### config.mk
export PLATFORM = sky130hd
export DESIGN_NAME = ihpq_ctrl
export DESIGN_NICKNAME = d
export VERILOG_FILES = /design/src/hw/rtl/ihpq_pkg.sv /design/src/hw/rtl/ihpq_ctrl.sv
export SDC_FILE = /design/constraint.sdc
export NUM_CORES = 1
export LEC_CHECK = 0
export ABC_AREA = 1
export BUFFER_PORTS_ARGS = -buffer_cell sky130_fd_sc_hd__clkbuf_2
export CAP_MARGIN = 20
export CELL_PAD_IN_SITES_DETAIL_PLACEMENT = 1
export CELL_PAD_IN_SITES_GLOBAL_PLACEMENT = 1
export CORE_MARGIN = 1
export CORE_UTILIZATION = 34
export DETAILED_ROUTE_END_ITERATION = 8
export GPL_TIMING_DRIVEN = 0
export PLACE_DENSITY = 0.84
export SLEW_MARGIN = 20
export SYNTH_ARGS = -nofsm -noshare
export SYNTH_HDL_FRONTEND = slang
export SYNTH_SLANG_ARGS = --single-unit
### constraint.sdc
create_clock -name aclk -period 1.42 [get_ports aclk]
set_input_delay 0.142 -clock aclk [delete_from_list [all_inputs] [get_ports aclk]]
set_output_delay 0.142 -clock aclk [all_outputs]
set_load 0.02 [all_outputs]
### src/hw/rtl/ihpq_pkg.sv
`default_nettype none
package ihpq_pkg;

    localparam int KEY_BITS   = 12;
    localparam int LIMIT_BITS = 13;
    localparam int SLOTS_BITS = 9;
    localparam int CFG_BITS   = 13;

    localparam logic [1:0] CMD_ADD    = 2'd0;
    localparam logic [1:0] CMD_REMOVE = 2'd1;

    localparam logic CFG_KEY_LIMIT  = 1'b0;
    localparam logic CFG_HEAP_SLOTS = 1'b1;

    // datapath micro-operations
    localparam logic [4:0] OP_NOP       = 5'd0;
    localparam logic [4:0] OP_CLR       = 5'd1;
    localparam logic [4:0] OP_LOAD      = 5'd2;
    localparam logic [4:0] OP_REJ       = 5'd3;
    localparam logic [4:0] OP_RD_POS    = 5'd4;
    localparam logic [4:0] OP_RD_HIT    = 5'd5;
    localparam logic [4:0] OP_RD_EVICT  = 5'd6;
    localparam logic [4:0] OP_ADD_NEW   = 5'd7;
    localparam logic [4:0] OP_RAISE     = 5'd8;
    localparam logic [4:0] OP_EVICT_CLR = 5'd9;
    localparam logic [4:0] OP_ADD_LAST  = 5'd10;
    localparam logic [4:0] OP_RD_LAST   = 5'd11;
    localparam logic [4:0] OP_RM_ROOT   = 5'd12;
    localparam logic [4:0] OP_RM_DROP   = 5'd13;
    localparam logic [4:0] OP_RM_MOVE   = 5'd14;
    localparam logic [4:0] OP_RD_P      = 5'd15;
    localparam logic [4:0] OP_RD_C      = 5'd16;
    localparam logic [4:0] OP_LATCH_C   = 5'd17;
    localparam logic [4:0] OP_PICK_R    = 5'd18;
    localparam logic [4:0] OP_SW1       = 5'd19;
    localparam logic [4:0] OP_SW2_DN    = 5'd20;
    localparam logic [4:0] OP_SW2_UP    = 5'd21;
    localparam logic [4:0] OP_RD_PAR    = 5'd22;
    localparam logic [4:0] OP_LATCH_PAR = 5'd23;
    localparam logic [4:0] OP_POP       = 5'd24;
    localparam logic [4:0] OP_RD_ROOT   = 5'd25;
    localparam logic [4:0] OP_OUT       = 5'd26;

    typedef struct packed {
        logic [4:0] op;
    } ihpq_cmd_t;

    typedef struct packed {
        logic clr_last;
        logic is_add;
        logic is_rm;
        logic rej_add;
        logic cnt_zero;
        logic pos_hit;
        logic full;
        logic cnt_ge2;
        logic down_ok;
        logic two_kids;
        logic pick_right;
        logic dn_less;
        logic p_ge2;
        logic up_greater;
        logic sp_zero;
        logic out_free;
    } ihpq_status_t;

endpackage
`default_nettype wire

### src/hw/rtl/ihpq_ctrl.sv
`default_nettype none
module ihpq_ctrl
    import ihpq_pkg::*;
(
    input  wire          aclk,
    input  wire          aresetn,
    input  wire          s_tvalid,
    output logic         s_tready,
    input  ihpq_status_t st,
    output ihpq_cmd_t    cmd
);

    localparam logic [4:0] ST_CLR      = 5'd0;
    localparam logic [4:0] ST_IDLE     = 5'd1;
    localparam logic [4:0] ST_DISP     = 5'd2;
    localparam logic [4:0] ST_ADD_POS  = 5'd3;
    localparam logic [4:0] ST_RAISE    = 5'd4;
    localparam logic [4:0] ST_EVICT    = 5'd5;
    localparam logic [4:0] ST_EVICT2   = 5'd6;
    localparam logic [4:0] ST_RM_LAST  = 5'd7;
    localparam logic [4:0] ST_RM_DROP  = 5'd8;
    localparam logic [4:0] ST_RM_MOVE  = 5'd9;
    localparam logic [4:0] ST_SD0      = 5'd10;
    localparam logic [4:0] ST_SD1      = 5'd11;
    localparam logic [4:0] ST_SD2      = 5'd12;
    localparam logic [4:0] ST_SD3      = 5'd13;
    localparam logic [4:0] ST_SD4      = 5'd14;
    localparam logic [4:0] ST_SWD2     = 5'd15;
    localparam logic [4:0] ST_SU0      = 5'd16;
    localparam logic [4:0] ST_SU1      = 5'd17;
    localparam logic [4:0] ST_SU2      = 5'd18;
    localparam logic [4:0] ST_SU3      = 5'd19;
    localparam logic [4:0] ST_SWU2     = 5'd20;
    localparam logic [4:0] ST_RET      = 5'd21;
    localparam logic [4:0] ST_FIN      = 5'd22;
    localparam logic [4:0] ST_OUT      = 5'd23;

    logic [4:0] state_reg, state_next;

    assign s_tready = (state_reg == ST_IDLE);

    always_comb begin
        state_next = state_reg;
        cmd.op     = OP_NOP;
        case (state_reg)
            ST_CLR: begin
                cmd.op = OP_CLR;
                if (st.clr_last) state_next = ST_IDLE;
            end
            ST_IDLE: begin
                if (s_tvalid) begin
                    cmd.op     = OP_LOAD;
                    state_next = ST_DISP;
                end
            end
            ST_DISP: begin
                state_next = ST_FIN;
                if (st.is_add) begin
                    if (st.rej_add) begin
                        cmd.op = OP_REJ;
                    end else begin
                        cmd.op     = OP_RD_POS;
                        state_next = ST_ADD_POS;
                    end
                end else if (st.is_rm) begin
                    if (st.cnt_zero) begin
                        cmd.op = OP_REJ;
                    end else begin
                        cmd.op     = OP_RD_LAST;
                        state_next = ST_RM_LAST;
                    end
                end
            end
            ST_ADD_POS: begin
                if (st.pos_hit) begin
                    cmd.op     = OP_RD_HIT;
                    state_next = ST_RAISE;
                end else if (st.full) begin
                    cmd.op     = OP_RD_EVICT;
                    state_next = ST_EVICT;
                end else begin
                    cmd.op     = OP_ADD_NEW;
                    state_next = ST_SD0;
                end
            end
            ST_RAISE: begin
                cmd.op     = OP_RAISE;
                state_next = ST_SD0;
            end
            ST_EVICT: begin
                cmd.op     = OP_EVICT_CLR;
                state_next = ST_EVICT2;
            end
            ST_EVICT2: begin
                cmd.op     = OP_ADD_LAST;
                state_next = ST_SD0;
            end
            ST_RM_LAST: begin
                cmd.op     = OP_RM_ROOT;
                state_next = ST_RM_DROP;
            end
            ST_RM_DROP: begin
                cmd.op     = OP_RM_DROP;
                state_next = st.cnt_ge2 ? ST_RM_MOVE : ST_FIN;
            end
            ST_RM_MOVE: begin
                cmd.op     = OP_RM_MOVE;
                state_next = ST_SD0;
            end
            ST_SD0: begin
                if (st.down_ok) begin
                    cmd.op     = OP_RD_P;
                    state_next = ST_SD1;
                end else begin
                    state_next = ST_SU0;
                end
            end
            ST_SD1: begin
                cmd.op     = OP_RD_C;
                state_next = ST_SD2;
            end
            ST_SD2: begin
                cmd.op     = OP_LATCH_C;
                state_next = st.two_kids ? ST_SD3 : ST_SD4;
            end
            ST_SD3: begin
                if (st.pick_right) cmd.op = OP_PICK_R;
                state_next = ST_SD4;
            end
            ST_SD4: begin
                if (st.dn_less) begin
                    cmd.op     = OP_SW1;
                    state_next = ST_SWD2;
                end else begin
                    state_next = ST_SU0;
                end
            end
            ST_SWD2: begin
                cmd.op     = OP_SW2_DN;
                state_next = ST_SD0;
            end
            ST_SU0: begin
                if (st.p_ge2) begin
                    cmd.op     = OP_RD_P;
                    state_next = ST_SU1;
                end else begin
                    state_next = ST_RET;
                end
            end
            ST_SU1: begin
                cmd.op     = OP_RD_PAR;
                state_next = ST_SU2;
            end
            ST_SU2: begin
                cmd.op     = OP_LATCH_PAR;
                state_next = ST_SU3;
            end
            ST_SU3: begin
                if (st.up_greater) begin
                    cmd.op     = OP_SW1;
                    state_next = ST_SWU2;
                end else begin
                    state_next = ST_RET;
                end
            end
            ST_SWU2: begin
                cmd.op     = OP_SW2_UP;
                state_next = ST_SD0;
            end
            ST_RET: begin
                // resume the up step of the caller that went down
                if (st.sp_zero) begin
                    state_next = ST_FIN;
                end else begin
                    cmd.op     = OP_POP;
                    state_next = ST_SU0;
                end
            end
            ST_FIN: begin
                cmd.op     = OP_RD_ROOT;
                state_next = ST_OUT;
            end
            ST_OUT: begin
                if (st.out_free) begin
                    cmd.op     = OP_OUT;
                    state_next = ST_IDLE;
                end
            end
            default: state_next = ST_CLR;
        endcase
    end

    always_ff @(posedge aclk) begin
        if (!aresetn) begin
            state_reg <= ST_CLR;
        end else begin
            state_reg <= state_next;
        end
    end

endmodule
`default_nettype wire

Yosys cells after proc, flatten, opt, wreduce, memory -nomap -nowiden
Index checks and enable logic that the tools add are counted.
- register bits after elaboration: 5
- latch bits: 0
- memory bits (writable): 0
- memory bits (read-only): 0
- memories kept: 0
- $add $sub $neg: 0
- multipliers: 0
- divide/modulo/power cells: 0
- order comparisons: 0
- equality and inequality tests: 26
- shift operators: 0
- muxes and demuxes: 32
- bitwise operators: 0
- reduce and logical (&&, ||, !) cells: 3
- operators with widths (operator ; number):
    $pmux W5 S24 ; 1
    $pmux W5 S20 ; 1
    $mux W5 ; 16
    $eq A5 B4 Y1 const B ; 8
    $eq A5 B5 Y1 const B ; 8
    $mux W4 ; 6
    $eq A5 B3 Y1 const B ; 4
    $eq A5 B2 Y1 const B ; 2
    $mux W3 ; 3
    $mux W2 ; 3
    $ne A2 B2 Y1 const B ; 3
    $eq A5 B1 Y1 const B ; 1
    $logic_not A5 Y1 ; 1
    $reduce_or A5 Y1 ; 1
    $reduce_and A3 Y1 ; 1
    $mux W1 ; 2

Depth between registers and ports, before layout
Gate-level depths: netlist of run 1.
- depth in word-level cells: 4
- depth in mapped cells: 10

Least setup slack after synthesis of run 1
No wires, ideal clock.
- path type: reg-to-output
- start: reg state_reg[2]
- end: out cmd[1] (netlist bit)
- arrival time: 1.475 ns
- slack: -0.197 ns
- stages on the path, launching flop included: 9
- path buffers: 1
- cell sequence: dfxtp_1 buf_4 nor2_4 nand2_4 nor2_1 inv_1 o21ai_0 nor3_1 nand3_1
- RTL lines (what ; line ; RTL):
    start, declared ; ihpq_ctrl.sv:38 ; logic [4:0] state_reg, state_next;
    start signal, assigned ; ihpq_ctrl.sv:197 ; state_reg <= state_next;
    end, declared ; ihpq_ctrl.sv:10 ; output ihpq_cmd_t cmd

==> flow_metrics.env, run 1 <==
export IMPL_ys_warnings_count=0
export IMPL_clock_tree_buffer_depth=2
export IMPL_report_final_setup_viol=9
export IMPL_topmost_layer_with_routed_signal_wires="met4"
export IMPL_critical_path_start="state_reg[0]"
export IMPL_drc=0
export IMPL_synth_compound_gate_area_share_pct=13.2
export IMPL_cts_num_sinks=5
export IMPL_routed_wirelength_mm=4.74
export IMPL_status="finished, violations left"
export IMPL_post_synthesis_async_set_or_reset_flop_share_pct=0
export IMPL_total_power_mw=2.98
export IMPL_syn_num_nets=190
export IMPL_worstPathBufferInverterCount=3
export IMPL_achievable_frequency_mhz=534
export IMPL_h_tree_depth=1
export IMPL_die_h_microns=54.3
export IMPL_antenna_left=0
export IMPL_holdBufCountCts=0
export IMPL_final_std_cells_w_o_fill=246
export IMPL_worst_setup_path_end_kind="output port"
export IMPL_maxcap_violations=0
export IMPL_synthToLayoutAreaGrowth_pct=59.1
export IMPL_place_gp_congestion=0.935
export IMPL_finalHoldViolCount=0
export IMPL_global_route_overflow_total=0
export IMPL_setup_repair_after_global_routing_missed_its_margin="yes"
export IMPL_power_ir_vdd_worst_mv=1.56
export IMPL_failing_checks="negative setup slack"
export IMPL_grtUsageTotal_pct=28.4
export IMPL_setup_tns_final_ns=-2.30
export IMPL_num_vias=1422
export IMPL_crit_path_max_incr_delay_ns=0.32
export IMPL_timing_critical_path_cells="buf_12 -> nor2_4 -> inv_2 -> nor3_4 -> nor2_1 -> nor3b_2 -> nand3_1 -> clkbuf_8"
export IMPL_synth_simple_area_share_pct=61.4
export IMPL_critPathArrivalTime_ns=1.73
export IMPL_floorplan_die_area_sq_um=2950
export IMPL_dieWidth_microns=54.3
export IMPL_hold_path_class="input pin to flip-flop"
export IMPL_wirelength_met1_mm=1.79
export IMPL_met2_length_mm=2.39
export IMPL_cpLargestDelayFamily="simple AND/OR/NAND/NOR gates"
export IMPL_diodes=0
export IMPL_synthesis_area_sq_um=930
export IMPL_synth_cell_types=28
export IMPL_fin_util_pct=58.6
export IMPL_drtPass1Iterations=4
export IMPL_cts_clk_slew_worst_paths_ns=0.05
export IMPL_synth_top_family_by_area="simple AND/OR/NAND/NOR gates"
export IMPL_finalCritPeriodShare_pct=132
export IMPL_place_ws_ns=-0.292
export IMPL_port_buffers=24
export IMPL_synth_yosys_seq_area_share_pct=10.8
export IMPL_muxShareOfSynthArea_pct=0
export IMPL_worstHoldStart="aresetn"
export IMPL_cpMaxStageDelayCell="dfxtp_2"
export IMPL_cts_buffers_inserted=3
export IMPL_r2r_start="state_reg[3]"
export IMPL_worstSkewPairLatency_ns=0.24
export IMPL_floorplan_io_pins=25
export IMPL_worst_ep_required_time_ns=1.28
export IMPL_synth_xor_xnor_area_share_pct=0
export IMPL_cts_tree="yes"
export IMPL_synth_adder_area_share_pct=0
export IMPL_total_leakage_power_nw=0.743
export IMPL_fin_crit_ns=1.87
export IMPL_tightest_slew_ns=0.381
export IMPL_drt_first_iter_violations=38
export IMPL_max_ffs_per_register=5
export IMPL_wire_length_of_the_first_global_routing_pass_mm=5.88
export IMPL_post_dp_hpwl_mm=2.86
export IMPL_routed_via_density=5.78
export IMPL_grt_max_degree=10
export IMPL_first_global_vias=1336
export IMPL_postSynth_topFlopCell="dfxtp_1"
export IMPL_worstSetupStartpointType="flip-flop"
export IMPL_setup_worst_path_class="flip-flop to output port"
export IMPL_powerDensity_nw_per_um2=2020
export IMPL_routed_wl_met3_microns=382
export IMPL_stdcell_area_sq_um=1480
export IMPL_setup_ws_ns=-0.454
export IMPL_slew_viol_final=0
export IMPL_clockRootBuffer="clkbuf_4"
export IMPL_finish_net_count=236
export IMPL_path_max_fanout=6
export IMPL_placed_instances=225
export IMPL_start_util_pct=36.9
export IMPL_worst_clock_skew_ns=0.00473
export IMPL_synth_area_per_cell_sq_um=5.44
export IMPL_flip_flop_and_latch_count_after_synthesis=5
export IMPL_number_of_synthesized_flops_with_an_enable_pin=0
export IMPL_syn_instance_count=171
export IMPL_finalHoldWorstSlack_ns=0.131
export IMPL_core_rowCount=18
export IMPL_placedInstanceArea_sq_um=1100
export IMPL_post_drt_wl_per_cell_microns=19.3
export IMPL_coreArea_sq_um=2520
export IMPL_antenna_violations_before_repair=0
export IMPL_layout_drive_gt1_share_pct=49.5
export IMPL_maxSlewHeadroom_pct=74.4
worst paths after layout:
check	slack [ns]	cells after the start	end
max reg2reg	-0.13	10	state_reg[0]
max	-0.45	8	cmd[1]
min	0.13	3	state_reg[4]
min reg2reg	0.77	4	state_reg[0]
cell type report:
| type | count | area [sq um] |
|---|---|---|
| Fill cell | 343 | 1040 |
| Multi-Input combinational cell | 132 | 865 |
| Timing Repair Buffer | 42 | 282 |
| Inverter | 32 | 135 |
| Sequential cell | 5 | 114 |
| Tap cell | 30 | 37.5 |
| Clock buffer | 4 | 26.3 |
| Buffer | 1 | 20.0 |
cell usage after synthesis (2+ instances only):
master	instances	area share [%]
nor2_2	4	2.7
nand2_4	3	3.6
inv_1	26	10
inv_2	5	2.0
nand4_1	3	2.0
nor3_1	8	4.3
nand2_2	3	2.0
nand3_1	18	9.7
a21oi_1	3	1.6
nand3_2	3	3.2
dfxtp_1	5	11
o21ai_2	2	1.9
buf_4	2	1.6
o31ai_1	2	1.6
nor2_4	5	6.1
o21ai_0	4	2.2
nor2_1	33	13
nand2_1	32	13
routing by layer:
layer	track usage [%]	vias up
met5	0	-
met4	12.0	0
met3	3.89	20
met2	49.4	93
met1	34.5	658
li1	-	651
timing repair:
item	CTS	global route
gates resized for setup	32	36
setup buffers	11	7
endpoints found under the setup margin	10	11
pin swaps	8	17
layout by cell type, fill, tap and decap left out, types with 2 or more instances in the layout:
| cell | count |
|---|---|
| nor2_4 | 9 |
| buf_4 | 19 |
| nand3_4 | 2 |
| inv_1 | 21 |
| clkbuf_4 | 3 |
| o21ai_2 | 3 |
| nand2_4 | 4 |
| inv_4 | 2 |
| o31ai_1 | 2 |
| clkbuf_8 | 2 |
| dfxtp_2 | 2 |
| inv_2 | 7 |
| nor3_2 | 3 |
| clkbuf_2 | 20 |
| nor3_1 | 4 |
| nand4_1 | 3 |
| nand3_1 | 16 |
| nor2_1 | 27 |
| nand2_1 | 28 |
| dfxtp_4 | 3 |
| nand2_2 | 4 |
| nand2_8 | 2 |
| a21oi_2 | 3 |
| nor2_2 | 6 |
| nand3_2 | 3 |
| o21ai_1 | 2 |
worst reg2reg max path, cell delays in order, from the launching register on:
cell     delay, ns
dfxtp_2       0.37
nor2_4        0.20
nand2_4       0.11
nor2_4        0.14
buf_4         0.16
inv_1         0.04
nor2_1        0.12
nor2_1        0.09
nand3_1       0.07
nand2_1       0.07
a21oi_2       0.11
kinds of logic (layout without fill, tap and decap cells):
kind of cell | after synthesis | after routing
AND/OR/NAND/NOR | 114 | 114
buffers and inverters | 34 | 79
AO/OA/AOI/OAI | 18 | 18
flip-flops | 5 | 5
where the power goes:
| part | switching (mW) | total [mW] | internal (mW) | leakage [nW] |
|---|---|---|---|---|
| Clock | 0.0573 | 0.163 | 0.106 | 0.0150 |
| Sequential | 0.107 | 0.323 | 0.216 | 0.0439 |
| Combinational | 1.49 | 2.49 | 1.00 | 0.685 |
Note: power is estimated with default switching activity, not from simulation.
==> inputs of run 2 (changes only) <==
--- a/config.mk
+++ b/config.mk
@@ -8,13 +8,14 @@
 export ABC_AREA = 1
 export BUFFER_PORTS_ARGS = -buffer_cell sky130_fd_sc_hd__clkbuf_2
 export CAP_MARGIN = 20
-export CELL_PAD_IN_SITES_DETAIL_PLACEMENT = 1
-export CELL_PAD_IN_SITES_GLOBAL_PLACEMENT = 1
+export CELL_PAD_IN_SITES_DETAIL_PLACEMENT = 0
+export CELL_PAD_IN_SITES_GLOBAL_PLACEMENT = 2
+export CORE_ASPECT_RATIO = 2
 export CORE_MARGIN = 1
-export CORE_UTILIZATION = 34
+export CORE_UTILIZATION = 25
 export DETAILED_ROUTE_END_ITERATION = 8
 export GPL_TIMING_DRIVEN = 0
-export PLACE_DENSITY = 0.84
+export PLACE_DENSITY = 0.83
 export SLEW_MARGIN = 20
 export SYNTH_ARGS = -nofsm -noshare
 export SYNTH_HDL_FRONTEND = slang
==> flow_metrics.env, run 2 (synthesized netlist as in run 1, its figures left out) <==
export IMPL_status="finished, violations left"
export IMPL_failing_checks="negative setup slack"
export IMPL_floorplan_die_area_sq_um=3980
export IMPL_total_leakage_power_nw=0.812
export IMPL_antenna_violations_before_repair=0
export IMPL_gr_max_usage_layer="met2"
export IMPL_finalHoldWorstSlack_ns=0.122
export IMPL_synthToLayoutAreaGrowth_pct=81.4
export IMPL_h_tree_depth=1
export IMPL_maxSlewHeadroom_pct=74.9
export IMPL_num_vias=1317
export IMPL_worstSetupStartpointType="flip-flop"
export IMPL_floorplan_io_pins=25
export IMPL_path_max_fanout=7
export IMPL_clockRootBuffer="clkbuf_8"
export IMPL_antenna_left=0
export IMPL_slew_viol_final=0
export IMPL_r2r_start="state_reg[2]"
export IMPL_setup_tns_final_ns=-1.82
export IMPL_global_route_overflow_total=0
export IMPL_maxcap_violations=0
export IMPL_die_h_microns=88.2
export IMPL_worst_ep_required_time_ns=1.28
export IMPL_cts_tree="yes"
export IMPL_wire_length_of_the_first_global_routing_pass_mm=6.23
export IMPL_achievable_frequency_mhz=569
export IMPL_setup_worst_path_class="flip-flop to output port"
export IMPL_grt_util_met3_pct=1.84
export IMPL_placed_instances=244
export IMPL_max_ffs_per_register=5
export IMPL_critical_path_start="state_reg[0]"
export IMPL_worstHoldStart="aresetn"
export IMPL_diodes=0
export IMPL_stdcell_area_sq_um=1690
export IMPL_cts_clk_slew_worst_paths_ns=0.03
export IMPL_worst_setup_path_end_kind="output port"
export IMPL_post_drt_wl_per_cell_microns=14.3
export IMPL_power_ir_vdd_worst_mv=1.43
export IMPL_place_ws_ns=-0.302
export IMPL_clock_tree_buffer_depth=2
export IMPL_report_final_setup_viol=8
export IMPL_drt_first_iter_violations=23
export IMPL_critPathArrivalTime_ns=1.62
export IMPL_grt_use_met1_pct=18.9
export IMPL_crit_reg2reg_capture="state_reg[0]"
export IMPL_start_util_pct=26.1
export IMPL_placedInstanceArea_sq_um=1120
export IMPL_setup_repair_after_global_routing_missed_its_margin="yes"
export IMPL_dieWidth_microns=45.1
export IMPL_finalHoldViolCount=0
export IMPL_coreArea_sq_um=3570
export IMPL_holdPathEnd="state_reg[4]"
export IMPL_place_gp_congestion=0.865
export IMPL_drtPass1Iterations=4
export IMPL_post_dp_hpwl_mm=2.93
export IMPL_cts_buffers_inserted=3
export IMPL_reg2regPathDepth=12
export IMPL_finalCritPeriodShare_pct=124
export IMPL_core_rowCount=31
export IMPL_hold_path_class="input pin to flip-flop"
export IMPL_grtUsageTotal_pct=21.2
export IMPL_final_std_cells_w_o_fill=267
export IMPL_port_buffers=24
export IMPL_routed_via_density=4.93
export IMPL_layout_drive_gt1_share_pct=54.1
export IMPL_timing_reg2reg_setup_slack_ns=-0.10
export IMPL_worst_clock_skew_ns=0.000723
export IMPL_fin_util_pct=47.3
export IMPL_groute_layer_met2_usage_pct=39.5
export IMPL_setup_ws_ns=-0.337
export IMPL_first_global_vias=1445
export IMPL_finish_net_count=238
export IMPL_fin_crit_ns=1.76
export IMPL_mostFrequentLayoutCell="nand2_1"
export IMPL_routed_wirelength_mm=3.81
export IMPL_total_power_mw=3.21
export IMPL_cts_num_sinks=5
export IMPL_powerDensity_nw_per_um2=1900
export IMPL_layout_cells_most_common_list="nand2_1 (27), nor2_1 (23), inv_1 (19), clkbuf_2 (19), nand3_1 (15)"
export IMPL_min_delay_path_depth=3
export IMPL_worstSkewPairLatency_ns=0.22
export IMPL_drc=0
export IMPL_tightest_slew_ns=0.375
export IMPL_grt_max_degree=10
==> run 2: critical path, stage by stage, from the launching register on <==
cell      delay [ns]
dfxtp_4         0.48
inv_6           0.06
nand2_8         0.10
inv_6           0.06
nand3_4         0.09
o311ai_1        0.10
nor2_1          0.21
nand3_1         0.12
clkbuf_8        0.17
==> run 2: layer usage <==
layer	routed length, microns	part of all wire [%]
met5	0	0
met4	280	7.4
met1	1220	32
met3	91	2.4
met2	2220	58
==> run 2: final cells by class <==
class / count / area (sq um)
buffer: 1 / 11.3
clock buffer: 4 / 45.0
fill: 383 / 1880
sequential: 5 / 116
tap: 49 / 61.3
inverter: 32 / 155
multi-input combinational: 132 / 931
timing repair buffer: 44 / 367
==> run 2: how the worst max path moves through the flow <==
stage             end  cells past startpoint
6_report       cmd[1]                      8
4_1_cts        cmd[1]                      8
2_1_floorplan  cmd[1]                      7
3_5_place_dp   cmd[1]                      8
3_3_place_gp   cmd[4]                      8
5_1_grt        cmd[3]                      7
==> run 2: where the power goes <==
group	total [mW]	internal [mW]	switching (mW)
clock network	0.257	0.192	0.0648
logic	2.56	1.15	1.41
registers	0.394	0.221	0.173
total	3.21	1.56	1.65
==> run 2: repair_timing <==
item,CTS,global route
pin swaps,26,22
resized for setup,69,31
hold buffers,0,0
endpoints found under the setup margin,10,9
setup buffers,19,1
==> inputs of run 3 (changes only) <==
--- a/config.mk
+++ b/config.mk
@@ -15,7 +15,7 @@
 export CORE_UTILIZATION = 25
 export DETAILED_ROUTE_END_ITERATION = 8
 export GPL_TIMING_DRIVEN = 0
-export PLACE_DENSITY = 0.83
+export PLACE_DENSITY_LB_ADDON = 0.1
 export SLEW_MARGIN = 20
 export SYNTH_ARGS = -nofsm -noshare
 export SYNTH_HDL_FRONTEND = slang
==> flow_metrics.env, run 3 (synthesized netlist as in run 1, its figures left out) <==
export IMPL_status="finished, violations left"
export IMPL_failing_checks="negative setup slack"
export IMPL_layout_cells_most_common_list="nand2_1 (29), nor2_1 (25), inv_1 (24)"
export IMPL_holdPathEnd="state_reg[4]"
export IMPL_grt_max_degree=10
export IMPL_worst_ep_required_time_ns=1.28
export IMPL_drc=0
export IMPL_routed_wirelength_mm=3.73
export IMPL_finish_net_count=235
export IMPL_h_tree_depth=1
export IMPL_clock_tree_buffer_depth=2
export IMPL_stdcell_area_sq_um=1480
export IMPL_antenna_left=0
export IMPL_worstHoldStart="aresetn"
export IMPL_slew_viol_final=0
export IMPL_antenna_violations_before_repair=0
export IMPL_diodes=0
export IMPL_r2r_start="state_reg[1]"
export IMPL_finalHoldViolCount=0
export IMPL_path_max_fanout=5
export IMPL_routed_via_density=4.75
export IMPL_cts_clk_slew_worst_paths_ns=0.03
export IMPL_min_delay_path_depth=3
export IMPL_cts_tree="yes"
export IMPL_report_final_setup_viol=8
export IMPL_setup_repair_after_global_routing_missed_its_margin="yes"
export IMPL_timing_reg2reg_setup_slack_ns=-0.14
export IMPL_setup_worst_path_class="flip-flop to output port"
export IMPL_coreArea_sq_um=3570
export IMPL_placed_instances=244
export IMPL_clockRootBuffer="clkbuf_8"
export IMPL_critPathArrivalTime_ns=1.61
export IMPL_placedInstanceArea_sq_um=1120
export IMPL_die_h_microns=88.2
export IMPL_total_leakage_power_nw=0.747
export IMPL_hold_path_class="input pin to flip-flop"
export IMPL_maxSlewHeadroom_pct=72.2
export IMPL_wire_length_of_the_first_global_routing_pass_mm=5.76
export IMPL_max_ffs_per_register=5
export IMPL_worst_clock_skew_ns=0.000235
export IMPL_post_drt_wl_per_cell_microns=14.1
export IMPL_worstSetupStartpointType="flip-flop"
export IMPL_final_std_cells_w_o_fill=264
export IMPL_setup_ws_ns=-0.330
export IMPL_cts_num_sinks=5
export IMPL_floorplan_die_area_sq_um=3980
export IMPL_layout_drive_gt1_share_pct=47.0
export IMPL_achievable_frequency_mhz=571
export IMPL_drtPass1Iterations=4
export IMPL_setup_tns_final_ns=-1.76
export IMPL_port_buffers=24
export IMPL_start_util_pct=26.1
export IMPL_dieWidth_microns=45.1
export IMPL_core_rowCount=31
export IMPL_finalHoldWorstSlack_ns=0.130
export IMPL_crit_reg2reg_capture="state_reg[1]"
export IMPL_place_gp_congestion=0.841
export IMPL_power_ir_vdd_worst_mv=0.960
export IMPL_floorplan_io_pins=25
export IMPL_worstSkewPairLatency_ns=0.21
export IMPL_post_dp_hpwl_mm=3.15
export IMPL_num_vias=1254
export IMPL_holdBufCountCts=0
export IMPL_finalCritPeriodShare_pct=123
export IMPL_first_global_vias=1267
export IMPL_global_route_overflow_total=0
export IMPL_cts_buffers_inserted=3
export IMPL_tightest_slew_ns=0.412
export IMPL_grtUsageTotal_pct=20.3
export IMPL_worst_setup_path_end_kind="output port"
export IMPL_drt_first_iter_violations=18
export IMPL_reg2regPathDepth=11
export IMPL_mostFrequentLayoutCell="nand2_1"
export IMPL_maxcap_violations=0
export IMPL_powerDensity_nw_per_um2=1960
export IMPL_fin_crit_ns=1.75
export IMPL_synthToLayoutAreaGrowth_pct=59.6
## run 3: layer usage
metal  wire length [microns]  up-vias  GRT usage (%)
li1                        -      639              -
met2                    2250       25           41.2
met5                       0        -              0
met4                     124        0           8.26
met1                    1300      580           19.2
met3                      53       10           1.43
## run 3: stage by stage
step / setup slack (ns) / total power [mW] / utilization [%]
6_report: -0.330 / 2.90 / 41.6
5_1_grt: -0.392 / 3.11 / 41.6
4_1_cts: -0.315 / 2.64 / 38.6
3_5_place_dp: -0.306 / 1.93 / 31.5
3_3_place_gp: -0.336 / 1.93 / 31.5
2_1_floorplan: 0.000642 / 1.45 / -
## run 3: what timing repair did
action                                  4_1_cts  5_1_grt
endpoints found under the setup margin       10       10
gates resized for setup                      42       16
setup buffers                                 9        8
hold endpoints to repair                      0        0
pin swaps                                    12       11
## run 3: layout make-up
cell class / count / area [sq um]
timing repair buffer: 41 / 294
multi-input combinational: 132 / 826
sequential: 5 / 113
clock buffer: 4 / 45.0
fill: 435 / 2080
inverter: 32 / 134
tap: 49 / 61.3
buffer: 1 / 11.3
## run 3: worst max-delay path by stage
stage	depth (start not counted)	end	from	slack, ns
floorplan	7	cmd[1]	state_reg[3]	0.0006
global placement	9	cmd[4]	state_reg[2]	-0.34
finish	8	cmd[0]	state_reg[1]	-0.33
global route	8	cmd[0]	state_reg[1]	-0.39
CTS	8	cmd[1]	state_reg[2]	-0.32
detailed placement	9	cmd[4]	state_reg[2]	-0.31
## run 3: worst max-delay path, stage by stage, from the launching register on
cell      delay [ns]
dfxtp_4         0.36
inv_1           0.09
nand2_8         0.10
inv_1           0.08
nand4_1         0.11
o211ai_1        0.15
nor3_1          0.24
nand3_1         0.09
clkbuf_4        0.17
## run 3: power breakdown
part | leakage, nW | switching, mW | internal (mW)
sequential | 0.0434 | 0.113 | 0.216
combinational | 0.681 | 1.33 | 0.996
clock | 0.0228 | 0.0612 | 0.192
total | 0.747 | 1.50 | 1.40
